`src/hw/rtl/swdf_pkg.sv`:
```
`timescale 1ns / 1ps

package swdf_pkg;

   // payload widths
   localparam int BYTE_W = 8;
   localparam int POS_W  = 4;

   // configuration port
   localparam int CSR_IDX_W = 2;

   typedef enum logic [CSR_IDX_W-1:0] {
      CSR_SYNC_FIRST  = 2'd0,
      CSR_SYNC_SECOND = 2'd1
   } csr_index_type;

   localparam logic [BYTE_W-1:0] SYNC_FIRST_RST  = 8'hEB;
   localparam logic [BYTE_W-1:0] SYNC_SECOND_RST = 8'h90;

endpackage

```
`src/hw/rtl/swdf_cell.sv`:
```
`timescale 1ns / 1ps

// One byte slot of the frame chain; takes its neighbor's byte on each shift.
module swdf_cell (
   input  logic                          clock,
   input  logic                          shift,
   input  logic [swdf_pkg::BYTE_W-1:0]   d_in,
   output logic [swdf_pkg::BYTE_W-1:0]   q
);

   logic [swdf_pkg::BYTE_W-1:0] data_ff;
   logic [swdf_pkg::BYTE_W-1:0] data_in;

   // hold unless the chain moves
   always_comb begin
      data_in = shift ? d_in : data_ff;
   end

   always_ff @(posedge clock) begin
      data_ff <= data_in;
   end

   assign q = data_ff;

endmodule

```
`src/hw/rtl/swdf_ctrl.sv`:
```
`timescale 1ns / 1ps

// Sync hunt, fill count, running checksum and replay sequencing.
module swdf_ctrl #(
   parameter int FRAME_BYTES = 11
) (
   input  logic                            clock,
   input  logic                            reset,
   input  logic                            req_valid,
   output logic                            req_ready,
   input  logic [swdf_pkg::BYTE_W-1:0]     req_rx_byte,
   output logic                            rsp_valid,
   input  logic                            rsp_ready,
   output logic [swdf_pkg::POS_W-1:0]      rsp_byte_position,
   output logic                            rsp_last,
   input  logic                            csr_write_en,
   input  logic [swdf_pkg::CSR_IDX_W-1:0]  csr_index,
   input  logic [swdf_pkg::BYTE_W-1:0]     csr_write_data,
   output logic                            shift_en
);

   localparam int CW = $clog2(FRAME_BYTES);
   localparam int PW = (CW > swdf_pkg::POS_W) ? CW : swdf_pkg::POS_W;
   localparam logic [CW-1:0] FILL_LAST = CW'(FRAME_BYTES - 1);
   localparam logic [PW-1:0] POS_LAST  = PW'(FRAME_BYTES - 1);

   typedef enum logic {
      ST_COLLECT,
      ST_REPLAY
   } state_type;

   state_type                   state_ff, state_in;
   logic [CW-1:0]               fill_ff, fill_in;
   logic [swdf_pkg::BYTE_W-1:0] sum_ff, sum_in;
   logic [PW-1:0]               pos_ff, pos_in;
   logic [swdf_pkg::BYTE_W-1:0] sync_first_ff, sync_first_in;
   logic [swdf_pkg::BYTE_W-1:0] sync_second_ff, sync_second_in;

   // register writes; unknown indexes are ignored
   always_comb begin
      sync_first_in  = sync_first_ff;
      sync_second_in = sync_second_ff;
      if (csr_write_en) begin
         case (csr_index)
            swdf_pkg::CSR_SYNC_FIRST:  sync_first_in  = csr_write_data;
            swdf_pkg::CSR_SYNC_SECOND: sync_second_in = csr_write_data;
            default: ;
         endcase
      end
   end

   // hunt / collect / replay
   always_comb begin
      state_in = state_ff;
      fill_in  = fill_ff;
      sum_in   = sum_ff;
      pos_in   = pos_ff;
      shift_en = 1'b0;
      case (state_ff)
         ST_COLLECT: begin
            if (req_valid) begin
               if (fill_ff == '0) begin
                  if (req_rx_byte == sync_first_ff) begin
                     shift_en = 1'b1;
                     fill_in  = CW'(1);
                     sum_in   = req_rx_byte;
                  end
               end else if (fill_ff == CW'(1)) begin
                  if (req_rx_byte == sync_second_ff) begin
                     shift_en = 1'b1;
                     fill_in  = CW'(2);
                     sum_in   = sum_ff + req_rx_byte;
                  end else begin
                     fill_in = '0;
                     sum_in  = '0;
                  end
               end else if (fill_ff != FILL_LAST) begin
                  shift_en = 1'b1;
                  fill_in  = fill_ff + CW'(1);
                  sum_in   = sum_ff + req_rx_byte;
               end else begin
                  // final byte carries the checksum
                  fill_in = '0;
                  sum_in  = '0;
                  if (req_rx_byte == sum_ff) begin
                     shift_en = 1'b1;
                     pos_in   = '0;
                     state_in = ST_REPLAY;
                  end
               end
            end
         end
         ST_REPLAY: begin
            if (rsp_ready) begin
               shift_en = 1'b1;
               pos_in   = pos_ff + PW'(1);
               if (pos_ff == POS_LAST) begin
                  state_in = ST_COLLECT;
               end
            end
         end
         default: begin
            state_in = ST_COLLECT;
         end
      endcase
   end

   always_ff @(posedge clock) begin
      if (reset) begin
         state_ff       <= ST_COLLECT;
         fill_ff        <= '0;
         sum_ff         <= '0;
         pos_ff         <= '0;
         sync_first_ff  <= swdf_pkg::SYNC_FIRST_RST;
         sync_second_ff <= swdf_pkg::SYNC_SECOND_RST;
      end else begin
         state_ff       <= state_in;
         fill_ff        <= fill_in;
         sum_ff         <= sum_in;
         pos_ff         <= pos_in;
         sync_first_ff  <= sync_first_in;
         sync_second_ff <= sync_second_in;
      end
   end

   assign req_ready         = (state_ff == ST_COLLECT);
   assign rsp_valid         = (state_ff == ST_REPLAY);
   assign rsp_byte_position = pos_ff[swdf_pkg::POS_W-1:0];
   assign rsp_last          = (state_ff == ST_REPLAY) && (pos_ff == POS_LAST);

endmodule

```
`src/hw/rtl/sync_word_frame_deframer_sum_check_top.sv`:
```
`timescale 1ns / 1ps
// Latency: the first beat of a good frame shows the cycle after its checksum
//   byte is accepted; dropped bytes and bad frames give no beats.
// Throughput: one byte per cycle while collecting, then FRAME_BYTES replay beats
//   from the head of the cell chain with input held off.
// Reset: synchronous; clears hunt state, checksum and replay; sync bytes return
//   to 0xEB / 0x90. Frame cells are not reset.
module sync_word_frame_deframer_sum_check_top #(
   parameter int FRAME_BYTES = 11
) (
   input  logic                            clock,
   input  logic                            reset,
   input  logic                            req_valid,
   output logic                            req_ready,
   input  logic [swdf_pkg::BYTE_W-1:0]     req_rx_byte,
   output logic                            rsp_valid,
   input  logic                            rsp_ready,
   output logic [swdf_pkg::BYTE_W-1:0]     rsp_frame_byte,
   output logic [swdf_pkg::POS_W-1:0]      rsp_byte_position,
   output logic                            rsp_last,
   input  logic                            csr_write_en,
   input  logic [swdf_pkg::CSR_IDX_W-1:0]  csr_index,
   input  logic [swdf_pkg::BYTE_W-1:0]     csr_write_data
);

   logic                        shift_en;
   logic [swdf_pkg::BYTE_W-1:0] cell_q [FRAME_BYTES];

   swdf_ctrl #(
      .FRAME_BYTES (FRAME_BYTES)
   ) u_ctrl (
      .clock             (clock),
      .reset             (reset),
      .req_valid         (req_valid),
      .req_ready         (req_ready),
      .req_rx_byte       (req_rx_byte),
      .rsp_valid         (rsp_valid),
      .rsp_ready         (rsp_ready),
      .rsp_byte_position (rsp_byte_position),
      .rsp_last          (rsp_last),
      .csr_write_en      (csr_write_en),
      .csr_index         (csr_index),
      .csr_write_data    (csr_write_data),
      .shift_en          (shift_en)
   );

   // byte chain: enters at the tail, leaves from cell 0
   for (genvar i = 0; i < FRAME_BYTES; i++) begin : g_cell
      if (i == FRAME_BYTES - 1) begin : g_tail
         swdf_cell u_cell (
            .clock (clock),
            .shift (shift_en),
            .d_in  (req_rx_byte),
            .q     (cell_q[i])
         );
      end else begin : g_body
         swdf_cell u_cell (
            .clock (clock),
            .shift (shift_en),
            .d_in  (cell_q[i+1]),
            .q     (cell_q[i])
         );
      end
   end

   assign rsp_frame_byte = cell_q[0];

endmodule

```
`config.mk`:
```
export PLATFORM = sky130hd
export DESIGN_NAME = sync_word_frame_deframer_sum_check_top
export DESIGN_NICKNAME = d
export VERILOG_FILES = /design/src/hw/rtl/swdf_pkg.sv /design/src/hw/rtl/swdf_cell.sv /design/src/hw/rtl/swdf_ctrl.sv /design/src/hw/rtl/sync_word_frame_deframer_sum_check_top.sv
export SDC_FILE = /design/constraint.sdc
export NUM_CORES = 1
export LEC_CHECK = 0
export BUFFER_PORTS_ARGS = -buffer_cell sky130_fd_sc_hd__buf_2
export CAP_MARGIN = 5
export CORE_MARGIN = 3
export CORE_UTILIZATION = 55
export DETAILED_ROUTE_END_ITERATION = 10
export GPL_TIMING_DRIVEN = 0
export PLACE_DENSITY = 0.74
export SLEW_MARGIN = 0
export SYNTH_ARGS = -nofsm -noshare
export SYNTH_HDL_FRONTEND = slang
export SYNTH_SLANG_ARGS = --single-unit
```
`constraint.sdc`:
```
create_clock -name clock -period 10.8 [get_ports clock]
set_clock_uncertainty 0.2 [all_clocks]
set_input_delay 2.16 -clock clock [delete_from_list [all_inputs] [get_ports clock]]
set_output_delay 2.16 -clock clock [all_outputs]
set_load 0.02 [all_outputs]
```
==> impl_metrics.tcl, run 1 <==
set metrics [dict create \
    grt_pass1_wl_um 13100 \
    numPortBuffers 36 \
    irDropWorstVdd_v 0.000119 \
    synth.most_common_cell "edfxtp_1" \
    synthCells 321 \
    core_um2 8260 \
    hold_viol 0 \
    min_period_ps 4790 \
    drtIter0Drc 94 \
    synth_top_family_by_area "simple AND/OR/NAND/NOR gates" \
    dpl_cell_area_um2 5090 \
    min_path_type "register to register" \
    holdPathEnd "g_cell[3].g_body.u_cell.q[3]" \
    ys_types 48 \
    rsz0062_at_grt "false" \
    ff2ff_setup_slack_ps 7520 \
    dieWidth_um 98.7 \
    fillers 597 \
    relSlewSlack_pct 48.8 \
    gp_congestion 0.881 \
    viasPerCell 5.42 \
    grt_pass1_vias 2698 \
    synthSimpleGateAreaFrac_pct 8.93 \
    muxShareOfSynthArea_pct 3.39 \
    drive_above_1_share_pct 22.8 \
    arrival_ps 4780 \
    power_density_nw_per_um2 192 \
    cts_buffers 17 \
    r2r-start "u_ctrl.sync_second_ff[6]" \
    drv_slew 0 \
    synth_compound_area_share_pct 7.50 \
    synth-edff-count 88 \
    synthAdderAreaFrac_pct 2.81 \
    cts_tree "done" \
    ctsResizeCount 0 \
    min_delay_path_depth 0 \
    setup_viol 0 \
    track_usage_pct 17.6 \
    antenna_found_initial 0 \
    hpwl_um 5000 \
    nets 411 \
    worstMarginPinSlew_ps 763 \
    htreeDepth 4 \
    avgSynthCellArea_um2 14.7 \
    crit_path_start_kind "primary input" \
    wl_um 7780 \
    r2r_cells 7 \
    drc_errors 0 \
    max_freq_mhz 209 \
    vias 2682 \
    required_ps 10790 \
    root_buffer "clkbuf_8" \
    grt_overflow 0 \
    async_reset_ff_share_pct 0 \
    wl_per_cell_um 15.7 \
    fin_area_um2 5680 \
    cts_sinks 121 \
    status "finished, final reports clean" \
    ant_nets 0 \
    yosys_most_used_dff "edfxtp_1" \
    yosys_warnings 0 \
    areaGrowthSynthToFinish_pct 20.3 \
    worstSetupEndpointType "register" \
    rows 33 \
    synth_area_leaders "edfxtp_1 56%, dfxtp_1 14%, xnor2_1 3.9%" \
    worstSkewPairLatency_ps 500 \
    start_util_pct 57.2 \
    clock_path_buffers 2 \
    min_from "g_cell[4].g_body.u_cell.q[3]" \
    post_cts_buffers 0 \
    p_leak_nw 2.03 \
    crit_fanout 34 \
    hold_buffers 0 \
    diodes 0 \
    maxCapViolations 0 \
    yosysTopAreaCell "edfxtp_1" \
    synth_top_area_share_pct 55.9 \
    syn_area_um2 4720 \
    die_h_um 98.7 \
    drtPass1Iterations 4 \
    synth_nets 354 \
    fin_setup_tns_ps 0 \
    regToRegEndpoint "g_cell[7].g_body.u_cell.q[0]" \
    yosys-top-cells-count "88 x edfxtp_1, 33 x dfxtp_1, 21 x nand2_1, 21 x xnor2_1, 17 x nor2_1" \
    grt_max_degree 35 \
    period_share_pct 44.3 \
    ys_seq_area_share_pct 69.9 \
    path_class "primary input to register" \
    cts.reportedPaths.clkPinSlew_ps 60 \
    dieArea_um2 9740 \
    io_pins 38 \
    synth_xor_area_share_pct 4.45 \
    ys_seq_elements 121 \
]
-- per-stage QoR --
stage                     instances  util [%]  hold slack (ps)  setup WS [ps]  power [mW]
after floorplan                 321         -              200            786       0.527
after global placement          462      61.0              203          -1490       0.539
after detailed placement        464      61.6              205           5570       0.539
after CTS                       495      68.8              214           6060        1.10
after global routing            495      68.8              218           5920        1.13
final                           495      68.8              210           6010        1.09
-- critical path: stages --
cell     delay, ps
buf_2          160
xnor2_1        180
nand4_1        170
o21ai_1        650
nand3_1        250
o21ai_4        650
buf_12         290
buf_12         230
-- cell families after synthesis --
logic type,count (synthesis)
xor gates and xnor gates,24
DFF,121
adders and majority gates,10
muxes,16
AOI/OAI and AO/OA,46
and+or+nand+nor,79
buffers and inverters,25
-- metal layers --
metal / vias up / global-route usage (%) / routed length (µm)
li1: 1313 / - / -
met1: 1303 / 22.2 / 3490
met2: 59 / 27.7 / 3880
met3: 7 / 6.09 / 310
met4: 0 / 7.35 / 96
met5: - / 0 / 0
-- where the power goes --
group	internal, mW	switching, mW	leakage [nW]
registers	0.496	0.00170	1.06
clock network	0.371	0.189	0.282
logic	0.0133	0.0186	0.694
-- registers in the layout, summed over array words and instances (netlist names) --
register and cells:
g_cell.g_body.u_cell.q 80, u_ctrl.sync_second_ff 8, u_ctrl.rsp_valid 1, u_ctrl.sync_first_ff 8
u_ctrl.fill_ff 4, u_ctrl.rsp_byte_position 4, g_cell.g_tail.u_cell.q 8, u_ctrl.sum_ff 8
-- area by class of cell --
type,count,area [µm²],share of cell area [%]
Clock buffer,18,418,7.36
Timing Repair Buffer,38,220,3.88
Clock inverter,13,178,3.13
Tap cell,105,131,2.31
Sequential cell,121,3300,58.1
Inverter,5,18.8,0.330
Multi-Input combinational cell,175,1290,22.7
Buffer,20,123,2.16
-- worst max-delay path by stage --
stage,startpoint,to,cells after the start
after detailed placement,req_rx_byte[6],g_cell[2].g_body.u_cell.q[5],8
final,req_rx_byte[6],g_cell[7].g_body.u_cell.q[0],8
after floorplan,req_rx_byte[5],g_cell[0].g_body.u_cell.q[0],5
after global placement,req_rx_byte[7],g_cell[8].g_body.u_cell.q[0],6
after CTS,req_rx_byte[6],g_cell[6].g_body.u_cell.q[1],8
after global routing,req_rx_byte[6],g_cell[5].g_body.u_cell.q[1],8
-- placed cells by master, fill, tap and decap left out, types with 9 or more instances in the layout --
cell type / netlist / final
clkbuf_16: 0 / 16
a21oi_1: 15 / 15
xnor2_1: 21 / 21
nand2_1: 21 / 21
mux2i_1: 16 / 16
ha_1: 9 / 9
buf_2: 2 / 38
nor2_1: 17 / 17
edfxtp_1: 88 / 88
dfxtp_1: 33 / 33
(Power assumes the default switching activity.)
==> run 2, diff against run 1 <==
Settings changed: ABC_AREA set to 1, CORE_UTILIZATION 55 to 53, PLACE_DENSITY 0.74 to 0.75.
Clock period 10.8 ns to 4.2 ns, I/O delays scaled along.
==> impl_metrics.tcl, run 2 <==
set metrics [dict create \
    nets 522 \
    synthCells 431 \
    r2r-start "u_ctrl.sum_ff[3]" \
    largest_reg_flops 80 \
    critPathSlowestCell "o21ai_4" \
    yosys-top-cells-count "99 x nand2_1, 88 x edfxtp_1, 54 x nor2_1" \
    antenna_found_initial 0 \
    hpwl_um 5420 \
    worstSetupEndpointType "register" \
    yosysTopAreaCell "edfxtp_1" \
    wl_um 8150 \
    rows 34 \
    cts.reportedPaths.clkPinSlew_ps 60 \
    drc_errors 0 \
    ys_types 32 \
    htreeDepth 4 \
    io_pins 38 \
    total_power_mw 2.95 \
    wl_per_cell_um 13.4 \
    core_um2 8850 \
    yosys_most_used_dff "edfxtp_1" \
    start_util_pct 55.2 \
    maxCapViolations 0 \
    arrival_ps 3390 \
    viasPerCell 5.01 \
    die_h_um 102 \
    power_density_nw_per_um2 510 \
    synth.most_common_cell "nand2_1" \
    min_path_type "register to register" \
    clock_path_buffers 2 \
    synth_nets 464 \
    worst_path_largest_cell_delay_ps 760 \
    cts_buffers 17 \
    dieWidth_um 102 \
    grt_pass1_vias 3031 \
    layout_commonest_cell "nand2_1" \
    synth-edff-count 88 \
    post_cts_buffers 0 \
    required_ps 4200 \
    worstSkewPairLatency_ps 510 \
    rsz0062_at_grt "false" \
    min_from "g_cell[5].g_body.u_cell.q[2]" \
    ys_seq_elements 121 \
    grt_overflow 0 \
    numPortBuffers 37 \
    crit_family "compound AO/OA/AOI/OAI gates" \
    hold_viol 0 \
    cts_tree "done" \
    path_buf_inv 4 \
    grt_pass1_wl_um 13900 \
    async_reset_ff_share_pct 0 \
    crit_path_start_kind "primary input" \
    dp_cells 578 \
    drtPass1Iterations 4 \
    dieArea_um2 10400 \
    drive_above_1_share_pct 20.9 \
    avgSynthCellArea_um2 11.3 \
    worstMarginPinSlew_ps 945 \
    critPathLaunch "req_rx_byte[3]" \
    root_buffer "clkbuf_8" \
    grt_max_degree 34 \
    period_share_pct 80.6 \
    ant_nets 0 \
    path_class "primary input to register" \
    synth_top_area_share_pct 54.1 \
    ys_seq_area_share_pct 67.6 \
    stdcell_count 610 \
    vias 3054 \
    gp_congestion 0.978 \
    fillers 660 \
    hold_buffers 0 \
    p_leak_nw 2.36 \
    track_usage_pct 17.8 \
    drv_slew 0 \
    areaGrowthSynthToFinish_pct 18.6 \
    yosys_warnings 0 \
    crit_fanout 33 \
    relSlewSlack_pct 36.7 \
    diodes 0 \
    min_period_ps 3380 \
    ctsResizeCount 0 \
    setup_viol 0 \
    irDropWorstVdd_v 0.000278 \
    status "finished, final reports clean" \
    final_cell_mix "99 x nand2_1, 88 x edfxtp_1, 54 x nor2_1" \
    synth_area_leaders "edfxtp_1 54%, dfxtp_1 14%, nand2_1 7.6%" \
    max_freq_mhz 296 \
    cts_sinks 121 \
    crit_chain "buf_2 > ha_1 > buf_2 > nor2_1 > nand3_1 > nor3_2 > o21ai_0 > o21ai_4 > buf_12 > buf_12" \
    drtIter0Drc 156 \
    syn_area_um2 4880 \
]
[run 2: cell count changes after synthesis, sizes merged, moves of 4 or more]
cell    previous run  this run
nor2b              5         0
o21ai              8        15
clkbuf             7         0
a211oi             4         0
nand2             21       109
mux2i             16         0
inv                4        34
a311oi             5         0
nor2              17        56
nand3              8        25
xnor2             21        13
nand4              7         2
[run 2: path summary, 6_finish.rpt]
path         cells past startpoint  slack, ps                            end
max                             10        820  g_cell[10].g_tail.u_cell.q[1]
min                              0        210   g_cell[4].g_body.u_cell.q[2]
max reg2reg                      9       1050  g_cell[10].g_tail.u_cell.q[1]
min reg2reg                      0        210   g_cell[4].g_body.u_cell.q[2]
[run 2: through the flow]
stage               hold slack [ps]  setup slack (ps)  util (%)  area, µm²  setup TNS [ps]
floorplan                       200               330         -       4890               0
global placement                202              -423      58.9       5220          -36920
detailed placement              205               252      59.4       5260               0
CTS                             213               824      65.4       5790               0
global route                    212               593      65.4       5790               0
finish                          205               816      65.4       5790               0
[run 2: worst reg2reg max path, cell delays in order (launching register included)]
cell and delay [ps]:
dfxtp_1 310, ha_1 260, buf_2 160, nor2_1 110, nand3_1 90, nor3_2 250, o21ai_0 190, o21ai_4 760
buf_12 300, buf_12 230
[run 2: area by class of cell]
cell class,count,area [µm²],share of cell area [%]
Timing Repair Buffer,39,225,3.89
Buffer,13,97.6,1.69
Sequential cell,121,3300,57.0
Clock buffer,18,418,7.22
Inverter,37,139,2.40
Clock inverter,14,118,2.03
Tap cell,108,135,2.33
Multi-Input combinational cell,260,1360,23.4
[run 2: kinds of logic after synthesis]
family,after synthesis,synth area share (%)
compound gates,35,4.07
xor+xnor,16,2.87
fa+ha+maj,10,2.72
buf+inv,50,4.84
flops,121,67.6
simple gates,199,17.9
[run 2: metal layers]
layer	share of wire, %	vias to the layer above	track usage [%]
li1	-	1557	-
met1	45	1426	21.7
met2	50	63	28.2
met3	4.2	8	6.96
met4	1.4	0	7.87
met5	0	-	0
[run 2: report_power, final]
part	total, mW	switching [mW]	internal, mW
clock	1.28	0.541	0.736
sequential	1.40	0.0269	1.37
combinational	0.274	0.176	0.0983
total	2.95	0.744	2.21
==> run 3, diff against run 2 <==
Clock period 4.2 ns to 2.93 ns, I/O delays scaled along.
==> impl_metrics.tcl, run 3 (same netlist as run 2, synthesis figures left out) <==
set metrics [dict create \
    status "finished, final reports clean" \
    drtPass1Iterations 4 \
    hold_buffers 0 \
    arrival_ps 2760 \
    path_class "register to register" \
    hold_viol 0 \
    critPathSlowestCell "dfxtp_1" \
    grt_max_degree 36 \
    numPortBuffers 37 \
    ant_nets 0 \
    ff2ff_setup_slack_ps 170 \
    wl_per_cell_um 13.8 \
    path_common_cell "buf_16" \
    layout_commonest_cell "nand2_1" \
    crit_path_start_kind "register" \
    maxCapViolations 0 \
    r2r_cells 10 \
    relSlewSlack_pct 66.6 \
    cts_tree "done" \
    worstSetupEndpointType "register" \
    grt_pass1_vias 3061 \
    drc_errors 0 \
    path_buf_inv 4 \
    final_cell_mix "99 x nand2_1, 88 x edfxtp_1, 54 x nor2_1" \
    io_pins 38 \
    fin_area_um2 6010 \
    setup_viol 0 \
    hpwl_um 5620 \
    dieWidth_um 102 \
    worstMarginPinSlew_ps 499 \
    fillers 645 \
    core_um2 8850 \
    rsz0062_at_grt "false" \
    hold_slack_ps 90.1 \
    diodes 0 \
    drv_slew 0 \
    rows 34 \
    track_usage_pct 18.0 \
    vias 3110 \
    holdPathEnd "u_ctrl.sync_first_ff[1]" \
    min_delay_path_depth 3 \
    clock_path_buffers 2 \
    max_freq_mhz 363 \
    power_density_nw_per_um2 761 \
    die_h_um 102 \
    antenna_found_initial 0 \
    htreeDepth 4 \
    root_buffer "clkbuf_8" \
    min_from "csr_write_data[1]" \
    period_share_pct 94.1 \
    irDropWorstVdd_v 0.000540 \
    min_path_type "primary input to register" \
    largest_reg_flops 80 \
    drive_above_1_share_pct 23.0 \
    cts_buffers 17 \
    crit_fanout 35 \
    worstSkewPairLatency_ps 510 \
    r2r-start "u_ctrl.sum_ff[3]" \
    grt_pass1_wl_um 14100 \
    dpl_cell_area_um2 5350 \
    crit_chain "ha_4 > buf_6 > nor2_1 > nand3_1 > nor3_2 > o21ai_2 > o21ai_4 > buf_16 > buf_16 > buf_12" \
    drtIter0Drc 141 \
    cts.reportedPaths.clkPinSlew_ps 60 \
    viasPerCell 5.04 \
    nets 529 \
    wl_um 8480 \
    start_util_pct 55.2 \
    worst_path_largest_cell_delay_ps 380 \
    dieArea_um2 10400 \
    required_ps 2930 \
    crit_family "buffers and inverters" \
    areaGrowthSynthToFinish_pct 23.1 \
    min_period_ps 2760 \
    grt_overflow 0 \
    p_leak_nw 2.43 \
    cts_sinks 121 \
    gp_congestion 0.892 \
    regToRegEndpoint "g_cell[5].g_body.u_cell.q[0]" \
    critPathLaunch "u_ctrl.sum_ff[3]" \
]
==> run 3: cell types whose count changed in the layout (fill, tap and decap cells not counted), moves of 2 or more <==
cell	before	now
bufinv_16	0	4
buf_16	0	2
ha_4	0	4
buf_4	9	15
ha_1	9	5
clkinvlp_4	1	3
inv_6	4	2
clkinv_4	8	3
==> run 3: cell type report <==
class                      count  area, µm²  area share [%]
buffer                        13        104            1.73
clock buffer                  17        414            6.89
clock inverter                15        200            3.33
inverter                      37        139            2.31
multi-input combinational    260       1410            23.4
sequential                   121       3300            55.0
tap                          108        135            2.25
timing repair buffer          46        305            5.08
==> run 3: per-layer routing <==
metal	up-vias	part of all wire [%]	global-route usage, %
met4	0	0.93	7.67
met2	79	51	29.4
met3	10	4.8	5.94
met1	1458	43	22.1
li1	1563	-	-
met5	-	0	0
==> run 3: through the flow <==
stage	std cells	TNS, ps	utilization (%)	worst slack [ps]	power [mW]
2_1_floorplan	431	-48220	-	-548	2.33
3_3_place_gp	576	-113190	59.6	-1290	2.43
3_5_place_dp	579	-19780	60.5	-447	2.47
4_1_cts	611	0	67.4	24.1	4.60
5_1_grt	617	0	67.9	41.0	4.75
6_report	617	0	67.9	174	4.57
==> run 3: repair_timing <==
action / in CTS / in global routing
buffers inserted: 0 / 6
setup endpoints to repair: 13 / 35
pin swaps: 1 / 1
gates resized for setup: 0 / 0
==> run 3: where the power goes <==
| group | switching [mW] | total (mW) | internal (mW) |
|---|---|---|---|
| Combinational | 0.260 | 0.434 | 0.174 |
| Clock | 0.746 | 2.13 | 1.38 |
| Sequential | 0.0417 | 2.01 | 1.97 |
| Total | 1.05 | 4.57 | 3.52 |
==> run 3: worst reg2reg max path, delay by kind of cell (launching register included) <==
family / cells / cell delay (ps)
flip-flops: 1 / 380
buffers and inverters: 4 / 760
adder cells (fa/ha/maj): 1 / 220
AND/OR/NAND/NOR: 3 / 480
AO/OA/AOI/OAI: 2 / 410
==> run 3: worst max-delay path by stage <==
| stage | to | slack, ps | cells after the start |
|---|---|---|---|
| 2_1_floorplan | g_cell[0].g_body.u_cell.q[0] | -550 | 7 |
| 3_3_place_gp | g_cell[10].g_tail.u_cell.q[0] | -1290 | 8 |
| 3_5_place_dp | g_cell[10].g_tail.u_cell.q[1] | -450 | 11 |
| 4_1_cts | g_cell[3].g_body.u_cell.q[1] | 20 | 10 |
| 5_1_grt | g_cell[6].g_body.u_cell.q[0] | 40 | 10 |
| 6_report | g_cell[5].g_body.u_cell.q[0] | 170 | 10 |
